==> src/rtl/r30_pkg.sv <==
// ----------------------------------------------------------------------------
// r30_pkg
// Shared constants, types and command/status bundles for the Rule 30 ring
// random generator.
// ----------------------------------------------------------------------------
package r30_pkg;

	// ring geometry
	localparam int unsigned WIDTH      = 256;
	localparam int unsigned MID        = WIDTH / 2;
	localparam int unsigned TAP        = WIDTH / 8;
	localparam int unsigned WARM_STEPS = WIDTH / 2;
	localparam int unsigned SEED_CELLS = (WIDTH < 64) ? WIDTH : 64;
	localparam int unsigned MIX_CELLS  = WIDTH - SEED_CELLS;

	// generate requests
	localparam int unsigned MAX_BITS = 64;
	localparam int unsigned BCNT_W   = 7;
	localparam int unsigned CNT_W    = ($clog2(WIDTH + 1) > BCNT_W) ? $clog2(WIDTH + 1) : BCNT_W;

	// splitmix64 constants
	localparam logic [63:0] MIX_GOLDEN = 64'h9E37_79B9_7F4A_7C15;
	localparam logic [63:0] MIX_C1     = 64'hBF58_476D_1CE4_E5B9;
	localparam logic [63:0] MIX_C2     = 64'h94D0_49BB_1331_11EB;
	localparam int unsigned MIX_SH1    = 30;
	localparam int unsigned MIX_SH2    = 27;
	localparam int unsigned MIX_SH3    = 31;

	// command codes
	localparam logic CMD_RESEED   = 1'b0;
	localparam logic CMD_GENERATE = 1'b1;

	typedef logic [CNT_W-1:0]  cnt_t;
	typedef logic [BCNT_W-1:0] bcnt_t;

	typedef struct packed {
		logic init;
		logic run;
	} mix_cmd_t;

	typedef struct packed {
		logic bit_valid;
		logic bit_val;
	} mix_st_t;

	typedef struct packed {
		logic fill;
		logic load_seed;
		logic set_mid;
		logic step;
		logic gen;
		logic clr_acc;
		logic out_load;
	} ring_cmd_t;

	typedef struct packed {
		logic row_empty;
		logic all_one;
		logic out_full;
	} ring_st_t;

endpackage

==> src/rtl/rule30_ring_random_generator.sv <==
// ----------------------------------------------------------------------------
// rule30_ring_random_generator
// Rule 30 cellular automaton random bit generator on a ring of cells.
// ----------------------------------------------------------------------------
// One word in gives one word out. A generate word asking for n bits (n
// saturated at 64) steps the ring once per bit, one ring step per cycle, and
// loads the result once the output register is free; n = 0 returns 0. A
// reseed word costs one splitmix64 draw for every cell above the seed bits,
// run through a single shared 32x32 multiplier, then loads the seed, warms the
// ring up and warms it up again if the row dies in warm-up. A reseed returns 0.
// The input is taken only between words, but a new word is accepted while the
// previous result still waits in the output register. Write the seed only
// while the block is idle; it takes effect at the next reseed.
module rule30_ring_random_generator (
	input  logic        clk,
	input  logic        arst_n,
	input  logic        cfg_we,
	input  logic [63:0] cfg_wdata,
	input  logic        in_valid,
	output logic        in_stall,
	input  logic        cmd,
	input  logic [6:0]  bit_count,
	output logic        out_valid,
	input  logic        out_stall,
	output logic [63:0] value
);

	logic [63:0]        seed_q;
	r30_pkg::ring_cmd_t ring_cmd;
	r30_pkg::ring_st_t  ring_st;
	r30_pkg::mix_cmd_t  mix_cmd;
	r30_pkg::mix_st_t   mix_st;

	always_ff @(posedge clk or negedge arst_n) begin
		if (!arst_n) begin
			seed_q <= 64'h0;
		end else if (cfg_we) begin
			seed_q <= cfg_wdata;
		end
	end

	r30_ctrl u_ctrl (
		.clk        (clk),
		.arst_n     (arst_n),
		.in_valid   (in_valid),
		.in_stall   (in_stall),
		.cmd        (cmd),
		.bit_count  (bit_count),
		.out_stall  (out_stall),
		.ring_st_i  (ring_st),
		.mix_st_i   (mix_st),
		.ring_cmd_o (ring_cmd),
		.mix_cmd_o  (mix_cmd)
	);

	r30_mixer u_mixer (
		.clk    (clk),
		.arst_n (arst_n),
		.cmd_i  (mix_cmd),
		.seed   (seed_q),
		.st_o   (mix_st)
	);

	r30_ring u_ring (
		.clk       (clk),
		.arst_n    (arst_n),
		.cmd_i     (ring_cmd),
		.seed      (seed_q),
		.mix_bit   (mix_st.bit_val),
		.out_stall (out_stall),
		.st_o      (ring_st),
		.out_valid (out_valid),
		.value     (value)
	);

	// never overwrite a result that has not been taken
	a_no_overwrite: assert property (@(posedge clk) disable iff (!arst_n)
		ring_cmd.out_load |-> (!out_valid || !out_stall))
		else $error("output word overwritten while stalled");

	// one word at a time: busy straight after acceptance
	a_busy_after_accept: assert property (@(posedge clk) disable iff (!arst_n)
		(in_valid && !in_stall) |=> in_stall)
		else $error("input accepted twice in a row");

	// mixer bits only arrive while the ring is being filled
	a_mix_bit_used: assert property (@(posedge clk) disable iff (!arst_n)
		mix_st.bit_valid |-> ring_cmd.fill)
		else $error("mixer bit produced outside fill");

endmodule

==> src/rtl/r30_mixer.sv <==
// ----------------------------------------------------------------------------
// r30_mixer
// splitmix64 sequencer producing the low output bit of each draw, using one
// shared 32x32 multiplier.
// ----------------------------------------------------------------------------
module r30_mixer (
	input  logic              clk,
	input  logic              arst_n,
	input  r30_pkg::mix_cmd_t cmd_i,
	input  logic [63:0]       seed,
	output r30_pkg::mix_st_t  st_o
);

	typedef enum logic [6:0] {
		P_ADD = 7'b0000001,
		P_M0  = 7'b0000010,
		P_M1  = 7'b0000100,
		P_M2  = 7'b0001000,
		P_SUM = 7'b0010000,
		P_M3  = 7'b0100000,
		P_OUT = 7'b1000000
	} phase_t;

	phase_t      phase_q, phase_d;
	logic [63:0] st_q;
	logic [63:0] a_q;
	logic [63:0] lo_q;
	logic [31:0] hi_q;
	logic [31:0] b_q;
	logic [63:0] mp_q;
	logic [31:0] mul_a, mul_b;
	logic [63:0] mul_p;
	logic [63:0] x_add, y_sum, b_mix;

	always_comb begin
		mul_a = a_q[31:0];
		mul_b = r30_pkg::MIX_C1[31:0];
		unique case (phase_q)
			P_M1: begin
				mul_b = r30_pkg::MIX_C1[63:32];
			end
			P_M2: begin
				mul_a = a_q[63:32];
			end
			P_M3: begin
				mul_a = b_q;
				mul_b = r30_pkg::MIX_C2[31:0];
			end
			default: begin
				mul_a = a_q[31:0];
				mul_b = r30_pkg::MIX_C1[31:0];
			end
		endcase
		mul_p = {32'h0, mul_a} * {32'h0, mul_b};
	end

	assign x_add = st_q + r30_pkg::MIX_GOLDEN;
	// only the low 64 bits of the first product matter
	assign y_sum = lo_q + {hi_q + mp_q[31:0], 32'h0};
	assign b_mix = y_sum ^ (y_sum >> r30_pkg::MIX_SH2);

	always_comb begin
		phase_d = phase_q;
		unique case (phase_q)
			P_ADD:   phase_d = P_M0;
			P_M0:    phase_d = P_M1;
			P_M1:    phase_d = P_M2;
			P_M2:    phase_d = P_SUM;
			P_SUM:   phase_d = P_M3;
			P_M3:    phase_d = P_OUT;
			P_OUT:   phase_d = P_ADD;
			default: phase_d = P_ADD;
		endcase
	end

	always_ff @(posedge clk or negedge arst_n) begin
		if (!arst_n) begin
			phase_q <= P_ADD;
		end else if (cmd_i.init) begin
			phase_q <= P_ADD;
		end else if (cmd_i.run) begin
			phase_q <= phase_d;
		end
	end

	always_ff @(posedge clk or negedge arst_n) begin
		if (!arst_n) begin
			st_q <= 64'h0;
		end else if (cmd_i.init) begin
			st_q <= seed;
		end else if (cmd_i.run && phase_q == P_ADD) begin
			st_q <= x_add;
		end
	end

	always_ff @(posedge clk) begin
		if (cmd_i.run) begin
			unique case (phase_q)
				P_ADD: begin
					a_q <= x_add ^ (x_add >> r30_pkg::MIX_SH1);
				end
				P_M0: begin
					mp_q <= mul_p;
				end
				P_M1: begin
					lo_q <= mp_q;
					mp_q <= mul_p;
				end
				P_M2: begin
					hi_q <= mp_q[31:0];
					mp_q <= mul_p;
				end
				P_SUM: begin
					b_q <= b_mix[31:0];
				end
				P_M3: begin
					mp_q <= mul_p;
				end
				default: begin
				end
			endcase
		end
	end

	// low bit of z ^ (z >> 31) needs only the low 32 bits of the last product
	assign st_o.bit_valid = cmd_i.run && phase_q == P_OUT;
	assign st_o.bit_val   = mp_q[0] ^ mp_q[r30_pkg::MIX_SH3];

endmodule

==> src/rtl/r30_ring.sv <==
// ----------------------------------------------------------------------------
// r30_ring
// Cell ring with a combinational Rule 30 step into the row register, bit
// accumulator and output word register.
// ----------------------------------------------------------------------------
module r30_ring (
	input  logic               clk,
	input  logic               arst_n,
	input  r30_pkg::ring_cmd_t cmd_i,
	input  logic [63:0]        seed,
	input  logic               mix_bit,
	input  logic               out_stall,
	output r30_pkg::ring_st_t  st_o,
	output logic               out_valid,
	output logic [63:0]        value
);

	logic [r30_pkg::WIDTH-1:0] row_q, row_d;
	logic [r30_pkg::WIDTH-1:0] left, right, stepped;
	logic                      tap_bit;
	logic [63:0]               acc_q;
	logic                      out_valid_q;
	logic [63:0]               value_q;

	assign left    = {row_q[r30_pkg::WIDTH-2:0], row_q[r30_pkg::WIDTH-1]};
	assign right   = {row_q[0], row_q[r30_pkg::WIDTH-1:1]};
	assign stepped = left ^ (row_q | right);
	assign tap_bit = stepped[r30_pkg::MID] ^ stepped[r30_pkg::MID - r30_pkg::TAP]
		^ stepped[r30_pkg::MID + r30_pkg::TAP];

	always_comb begin
		row_d = row_q;
		if (cmd_i.fill) begin
			// shift in from the top: the first mixed bit lands just above the seed cells
			row_d = {mix_bit, row_q[r30_pkg::WIDTH-1:1]};
		end else if (cmd_i.load_seed) begin
			for (int i = 0; i < r30_pkg::SEED_CELLS; i++) begin
				row_d[i] = seed[i];
			end
		end else if (cmd_i.set_mid) begin
			row_d[r30_pkg::MID] = 1'b1;
		end else if (cmd_i.step || cmd_i.gen) begin
			row_d = stepped;
		end
	end

	always_ff @(posedge clk or negedge arst_n) begin
		if (!arst_n) begin
			row_q <= '0;
		end else begin
			row_q <= row_d;
		end
	end

	always_ff @(posedge clk) begin
		if (cmd_i.clr_acc) begin
			acc_q <= 64'h0;
		end else if (cmd_i.gen) begin
			acc_q <= {acc_q[62:0], tap_bit};
		end
	end

	always_ff @(posedge clk or negedge arst_n) begin
		if (!arst_n) begin
			out_valid_q <= 1'b0;
		end else if (cmd_i.out_load) begin
			out_valid_q <= 1'b1;
		end else if (!out_stall) begin
			out_valid_q <= 1'b0;
		end
	end

	always_ff @(posedge clk) begin
		if (cmd_i.out_load) begin
			value_q <= acc_q;
		end
	end

	assign st_o.row_empty = ~|row_q;
	assign st_o.all_one   = &row_q;
	assign st_o.out_full  = out_valid_q;
	assign out_valid      = out_valid_q;
	assign value          = value_q;

endmodule

==> src/rtl/r30_ctrl.sv <==
// ----------------------------------------------------------------------------
// r30_ctrl
// Sequencer for reseed (fill, load, fix, warm-up, dead-row check) and
// generate, plus the step counter.
// ----------------------------------------------------------------------------
module r30_ctrl (
	input  logic                       clk,
	input  logic                       arst_n,
	input  logic                       in_valid,
	output logic                       in_stall,
	input  logic                       cmd,
	input  logic [r30_pkg::BCNT_W-1:0] bit_count,
	input  logic                       out_stall,
	input  r30_pkg::ring_st_t          ring_st_i,
	input  r30_pkg::mix_st_t           mix_st_i,
	output r30_pkg::ring_cmd_t         ring_cmd_o,
	output r30_pkg::mix_cmd_t          mix_cmd_o
);

	typedef enum logic [9:0] {
		S_IDLE   = 10'b0000000001,
		S_FILL   = 10'b0000000010,
		S_LOAD   = 10'b0000000100,
		S_FIX    = 10'b0000001000,
		S_WARM   = 10'b0000010000,
		S_CHECK  = 10'b0000100000,
		S_WARM2  = 10'b0001000000,
		S_STEP   = 10'b0010000000,
		S_FINISH = 10'b0100000000,
		S_SPARE  = 10'b1000000000
	} state_t;

	state_t              state_q, state_d;
	r30_pkg::cnt_t       cnt_q, cnt_d;
	r30_pkg::bcnt_t      req_bits;
	logic                cnt_last;

	assign req_bits = (bit_count > r30_pkg::bcnt_t'(r30_pkg::MAX_BITS))
		? r30_pkg::bcnt_t'(r30_pkg::MAX_BITS) : bit_count;
	assign cnt_last = (cnt_q == r30_pkg::cnt_t'(1));
	assign in_stall = (state_q != S_IDLE);

	always_comb begin
		state_d    = state_q;
		cnt_d      = cnt_q;
		ring_cmd_o = '0;
		mix_cmd_o  = '0;
		unique case (state_q)
			S_IDLE: begin
				if (in_valid) begin
					ring_cmd_o.clr_acc = 1'b1;
					if (cmd == r30_pkg::CMD_RESEED) begin
						mix_cmd_o.init = 1'b1;
						if (r30_pkg::MIX_CELLS > 0) begin
							cnt_d   = r30_pkg::cnt_t'(r30_pkg::MIX_CELLS);
							state_d = S_FILL;
						end else begin
							state_d = S_LOAD;
						end
					end else if (req_bits == '0) begin
						state_d = S_FINISH;
					end else begin
						cnt_d   = r30_pkg::cnt_t'(req_bits);
						state_d = S_STEP;
					end
				end
			end
			S_FILL: begin
				mix_cmd_o.run = 1'b1;
				if (mix_st_i.bit_valid) begin
					ring_cmd_o.fill = 1'b1;
					cnt_d = cnt_q - r30_pkg::cnt_t'(1);
					if (cnt_last) begin
						state_d = S_LOAD;
					end
				end
			end
			S_LOAD: begin
				ring_cmd_o.load_seed = 1'b1;
				state_d = S_FIX;
			end
			S_FIX: begin
				// a uniform row would die out: plant the middle cell (no change on an all-one row)
				ring_cmd_o.set_mid = ring_st_i.row_empty || ring_st_i.all_one;
				cnt_d   = r30_pkg::cnt_t'(r30_pkg::WARM_STEPS);
				state_d = S_WARM;
			end
			S_WARM: begin
				ring_cmd_o.step = 1'b1;
				cnt_d = cnt_q - r30_pkg::cnt_t'(1);
				if (cnt_last) begin
					state_d = S_CHECK;
				end
			end
			S_CHECK: begin
				if (ring_st_i.row_empty) begin
					ring_cmd_o.set_mid = 1'b1;
					cnt_d   = r30_pkg::cnt_t'(r30_pkg::WARM_STEPS);
					state_d = S_WARM2;
				end else begin
					state_d = S_FINISH;
				end
			end
			S_WARM2: begin
				ring_cmd_o.step = 1'b1;
				cnt_d = cnt_q - r30_pkg::cnt_t'(1);
				if (cnt_last) begin
					state_d = S_FINISH;
				end
			end
			S_STEP: begin
				ring_cmd_o.gen = 1'b1;
				cnt_d = cnt_q - r30_pkg::cnt_t'(1);
				if (cnt_last) begin
					state_d = S_FINISH;
				end
			end
			S_FINISH: begin
				// hold until the output register is free
				if (!ring_st_i.out_full || !out_stall) begin
					ring_cmd_o.out_load = 1'b1;
					state_d = S_IDLE;
				end
			end
			default: begin
				state_d = S_IDLE;
			end
		endcase
	end

	always_ff @(posedge clk or negedge arst_n) begin
		if (!arst_n) begin
			state_q <= S_IDLE;
			cnt_q   <= '0;
		end else begin
			state_q <= state_d;
			cnt_q   <= cnt_d;
		end
	end

endmodule

==> config.mk <==
export PLATFORM = sky130hd
export DESIGN_NAME = rule30_ring_random_generator
export DESIGN_NICKNAME = d
export VERILOG_FILES = /design/src/rtl/r30_pkg.sv /design/src/rtl/rule30_ring_random_generator.sv /design/src/rtl/r30_mixer.sv /design/src/rtl/r30_ring.sv /design/src/rtl/r30_ctrl.sv
export SDC_FILE = /design/constraint.sdc
export NUM_CORES = 2
export LEC_CHECK = 0
export ABC_AREA = 1
export BUFFER_PORTS_ARGS = -buffer_cell sky130_fd_sc_hd__buf_2
export CAP_MARGIN = 10
export CORE_MARGIN = 5
export CORE_UTILIZATION = 55
export DETAILED_ROUTE_END_ITERATION = 10
export GPL_TIMING_DRIVEN = 1
export PLACE_DENSITY_LB_ADDON = 0.05
export SLEW_MARGIN = 20
export SYNTH_ARGS = -nofsm -noshare
export SYNTH_HDL_FRONTEND = slang
export SYNTH_HIERARCHICAL = 1
export SYNTH_SLANG_ARGS = --single-unit
==> constraint.sdc <==
create_clock -name clk -period 21.8 [get_ports clk]
set_input_delay 3.27 -clock clk [delete_from_list [all_inputs] [get_ports clk]]
set_output_delay 3.27 -clock clk [all_outputs]
set_load 0.01 [all_outputs]
==> impl_metrics.tcl <==
set metrics [dict create \
    status "finished, final reports clean" \
    finalWirelength_um 243100 \
    clk_latency_ns 0.76 \
    synth_cells 8425 \
    maxCapViolCount 0 \
    syn_avg_cell_area_sq_um 8.386 \
    synth_nets 9660 \
    synth_edf_count 305 \
    root_buffer "clkbuf_16" \
    cts-resized-gates 0 \
    io_pins 143 \
    htree_levels 3 \
    drt_iter0_drc 5540 \
    ys_types 63 \
    viasPerCell 5.677 \
    final_util_pct 59.52 \
    whs_endpoint "u_mixer/lo_q[55]" \
    tns_ns 0 \
    crit_fanout 45 \
    holdCritPathClass "register to register" \
    final_cell_mix "nand2_1, inv_1, nor2_1" \
    antenna_found_initial 10 \
    cts_tree "built" \
    grt_setup_unrepaired "no" \
    regArea_sq_um 20700 \
    drtPass1Iterations 6 \
    hold_viol_final 0 \
    ys_seq_area_share_pct 29.30 \
    end_kind "register" \
    clkTransAtPathRegs_ns 0.06 \
    drive_gt1_share_pct 5.594 \
    regToRegEndpoint "u_mixer/mp_q[55]" \
    die_area_sq_um 135700 \
    holdCritStartpoint "u_mixer/mp_q[55]" \
    finalClockSkew_ns 0.06845 \
    synth_flop_cell "dfrtp_1" \
    fp.dieH_um 368.4 \
    min_period_over_period_pct 46.14 \
    cts-hold-fix-buffers 0 \
    ys_ff_latch 779 \
    nNetsFinal 9740 \
    fill_cells 11480 \
    wl_per_cell_um 23.72 \
    vias 58170 \
    multi_input_area_sq_um 43190 \
    place_congestion 1.046 \
    setup_viol 0 \
    timing.rr.start "u_mixer/phase_q[3]" \
    clock-sinks 779 \
    cts_setup_buffers 0 \
    placed_cell_area_sq_um 72880 \
    grt_max_degree 284 \
    critical_path_required_ns 22.26 \
    rrSetupSlack_ns 11.74 \
    r2r_cells 30 \
    syn_to_final_growth_pct 7.565 \
    overflow 0 \
    drcViolationCount 0 \
    start_util_pct 55.33 \
    worstPathArrival_ns 10.52 \
    path_class "register to register" \
    start_kind "register" \
    grt_pass1_wl_um 362600 \
    antenna_left 0 \
    critPathMaxStageDelay_ns 0.69 \
    fmax_mhz 99.41 \
    tightestPinTransition_ns 1.145 \
    whs_ns 0.4053 \
    period_needed_ns 10.06 \
    yosys_warnings 6 \
    relSlewSlack_pct 23.55 \
    numCtsBuffers 89 \
    fin_area_sq_um 76000 \
    dp_hpwl_um 198500 \
    cts_max_path_buffers 3 \
    synthArstFlopShare_pct 52.63 \
    portBuffers 142 \
    grt_usage_pct 35.68 \
    drv_slew 0 \
    slowest_stage "nor4_1" \
    grt_pass1_vias 58650 \
    holdPathStages 0 \
    core_area_sq_um 127700 \
    die_w_um 368.4 \
    rows 131 \
    synth_area_sq_um 70650 \
    final_common_cell "nand2_1" \
]
==> worst max path at each step <==
stage                       startpoint          endpoint  slack, ns
finish              u_mixer/phase_q[3]  u_mixer/mp_q[55]      11.74
detailed placement  u_mixer/phase_q[3]  u_mixer/mp_q[55]      11.89
floorplan                    out_stall   u_ring/value[0]      11.60
global route        u_mixer/phase_q[3]  u_mixer/mp_q[55]      11.55
CTS                 u_mixer/phase_q[3]  u_mixer/mp_q[55]      11.84
global placement    u_mixer/phase_q[3]  u_mixer/mp_q[55]      11.79
==> area by class of cell <==
| type | instances | share of cell area (%) |
|---|---|---|
| inverters | 1563 | 7.753 |
| clock buffers | 122 | 3.255 |
| diodes | 4 | 0.01317 |
| flip-flops and latches | 779 | 27.24 |
| repair buffers | 177 | 1.370 |
| multi-input cells | 5895 | 56.84 |
| clock inverters | 45 | 0.7969 |
| well taps | 1662 | 2.736 |
==> through the flow <==
stage          cells  setup WS [ns]
3_3_place_gp   10080          11.79
4_1_cts        10240          11.84
5_1_grt        10240          11.55
3_5_place_dp   10080          11.89
2_1_floorplan   8425          11.60
6_report       10250          11.74
==> cells by family after synthesis <==
family                     count (synthesis)  synth area share, %
AOI/OAI and AO/OA                       1099                8.869
xor gates and xnor gates                 361                4.496
adders and majority gates               1158                28.71
buffers and inverters                   1751                9.676
DFF                                      779                29.30
other                                      1             0.005308
and+or+nand+nor                         3276                18.94
==> worst max-delay path: cells and delay by family (launching register included) <==
family | cells | cell delay [ns]
fa+ha+maj | 9 | 4.56
simple gates | 13 | 3.25
buf+inv | 8 | 1.49
flops | 1 | 0.43
==> state kept, by name (all words and copies together), names as in the netlist <==
signal	flops
seed_q	64
u_mixer/a_q	64
u_ring/value	64
u_mixer/b_q	32
u_ctrl/cnt_q	9
u_ring/acc_q	64
u_mixer/phase_q	7
u_ring/out_valid	1
u_mixer/st_q	64
u_mixer/lo_q	59
u_ring/row_q	256
u_mixer/hi_q	27
u_mixer/mp_q	59
u_ctrl/state_q	9
==> Yosys cell counts (72+ instances only) <==
cell      count  area (sq um)
nand2_1    1858          6974
nand4_1      73         456.7
ha_1        386          4830
o21ai_0     357          1787
o21ai_1     167         835.8
xor2_1      218          1909
fa_1        772         15450
buf_2        81         405.4
dfrtp_1     408         10210
nor2_1      919          3450
nand3_1     254          1271
a21oi_1     295          1476
inv_1      1526          5728
edfxtp_1    305          9159
xnor2_1     141          1235
clkbuf_1     72         270.3
==> metal layers <==
metal  vias to the layer above  track usage [%]  routed length (um)
li1                      26550                -                   -
met1                     28510            44.33               92820
met2                      2440            58.16              113000
met3                       661            5.820               17440
met4                        10            23.08               19760
met5                         -                0                  67
Power is not shown: default switching activity piles up to over one toggle a cycle in this logic, so the estimate is an artifact.
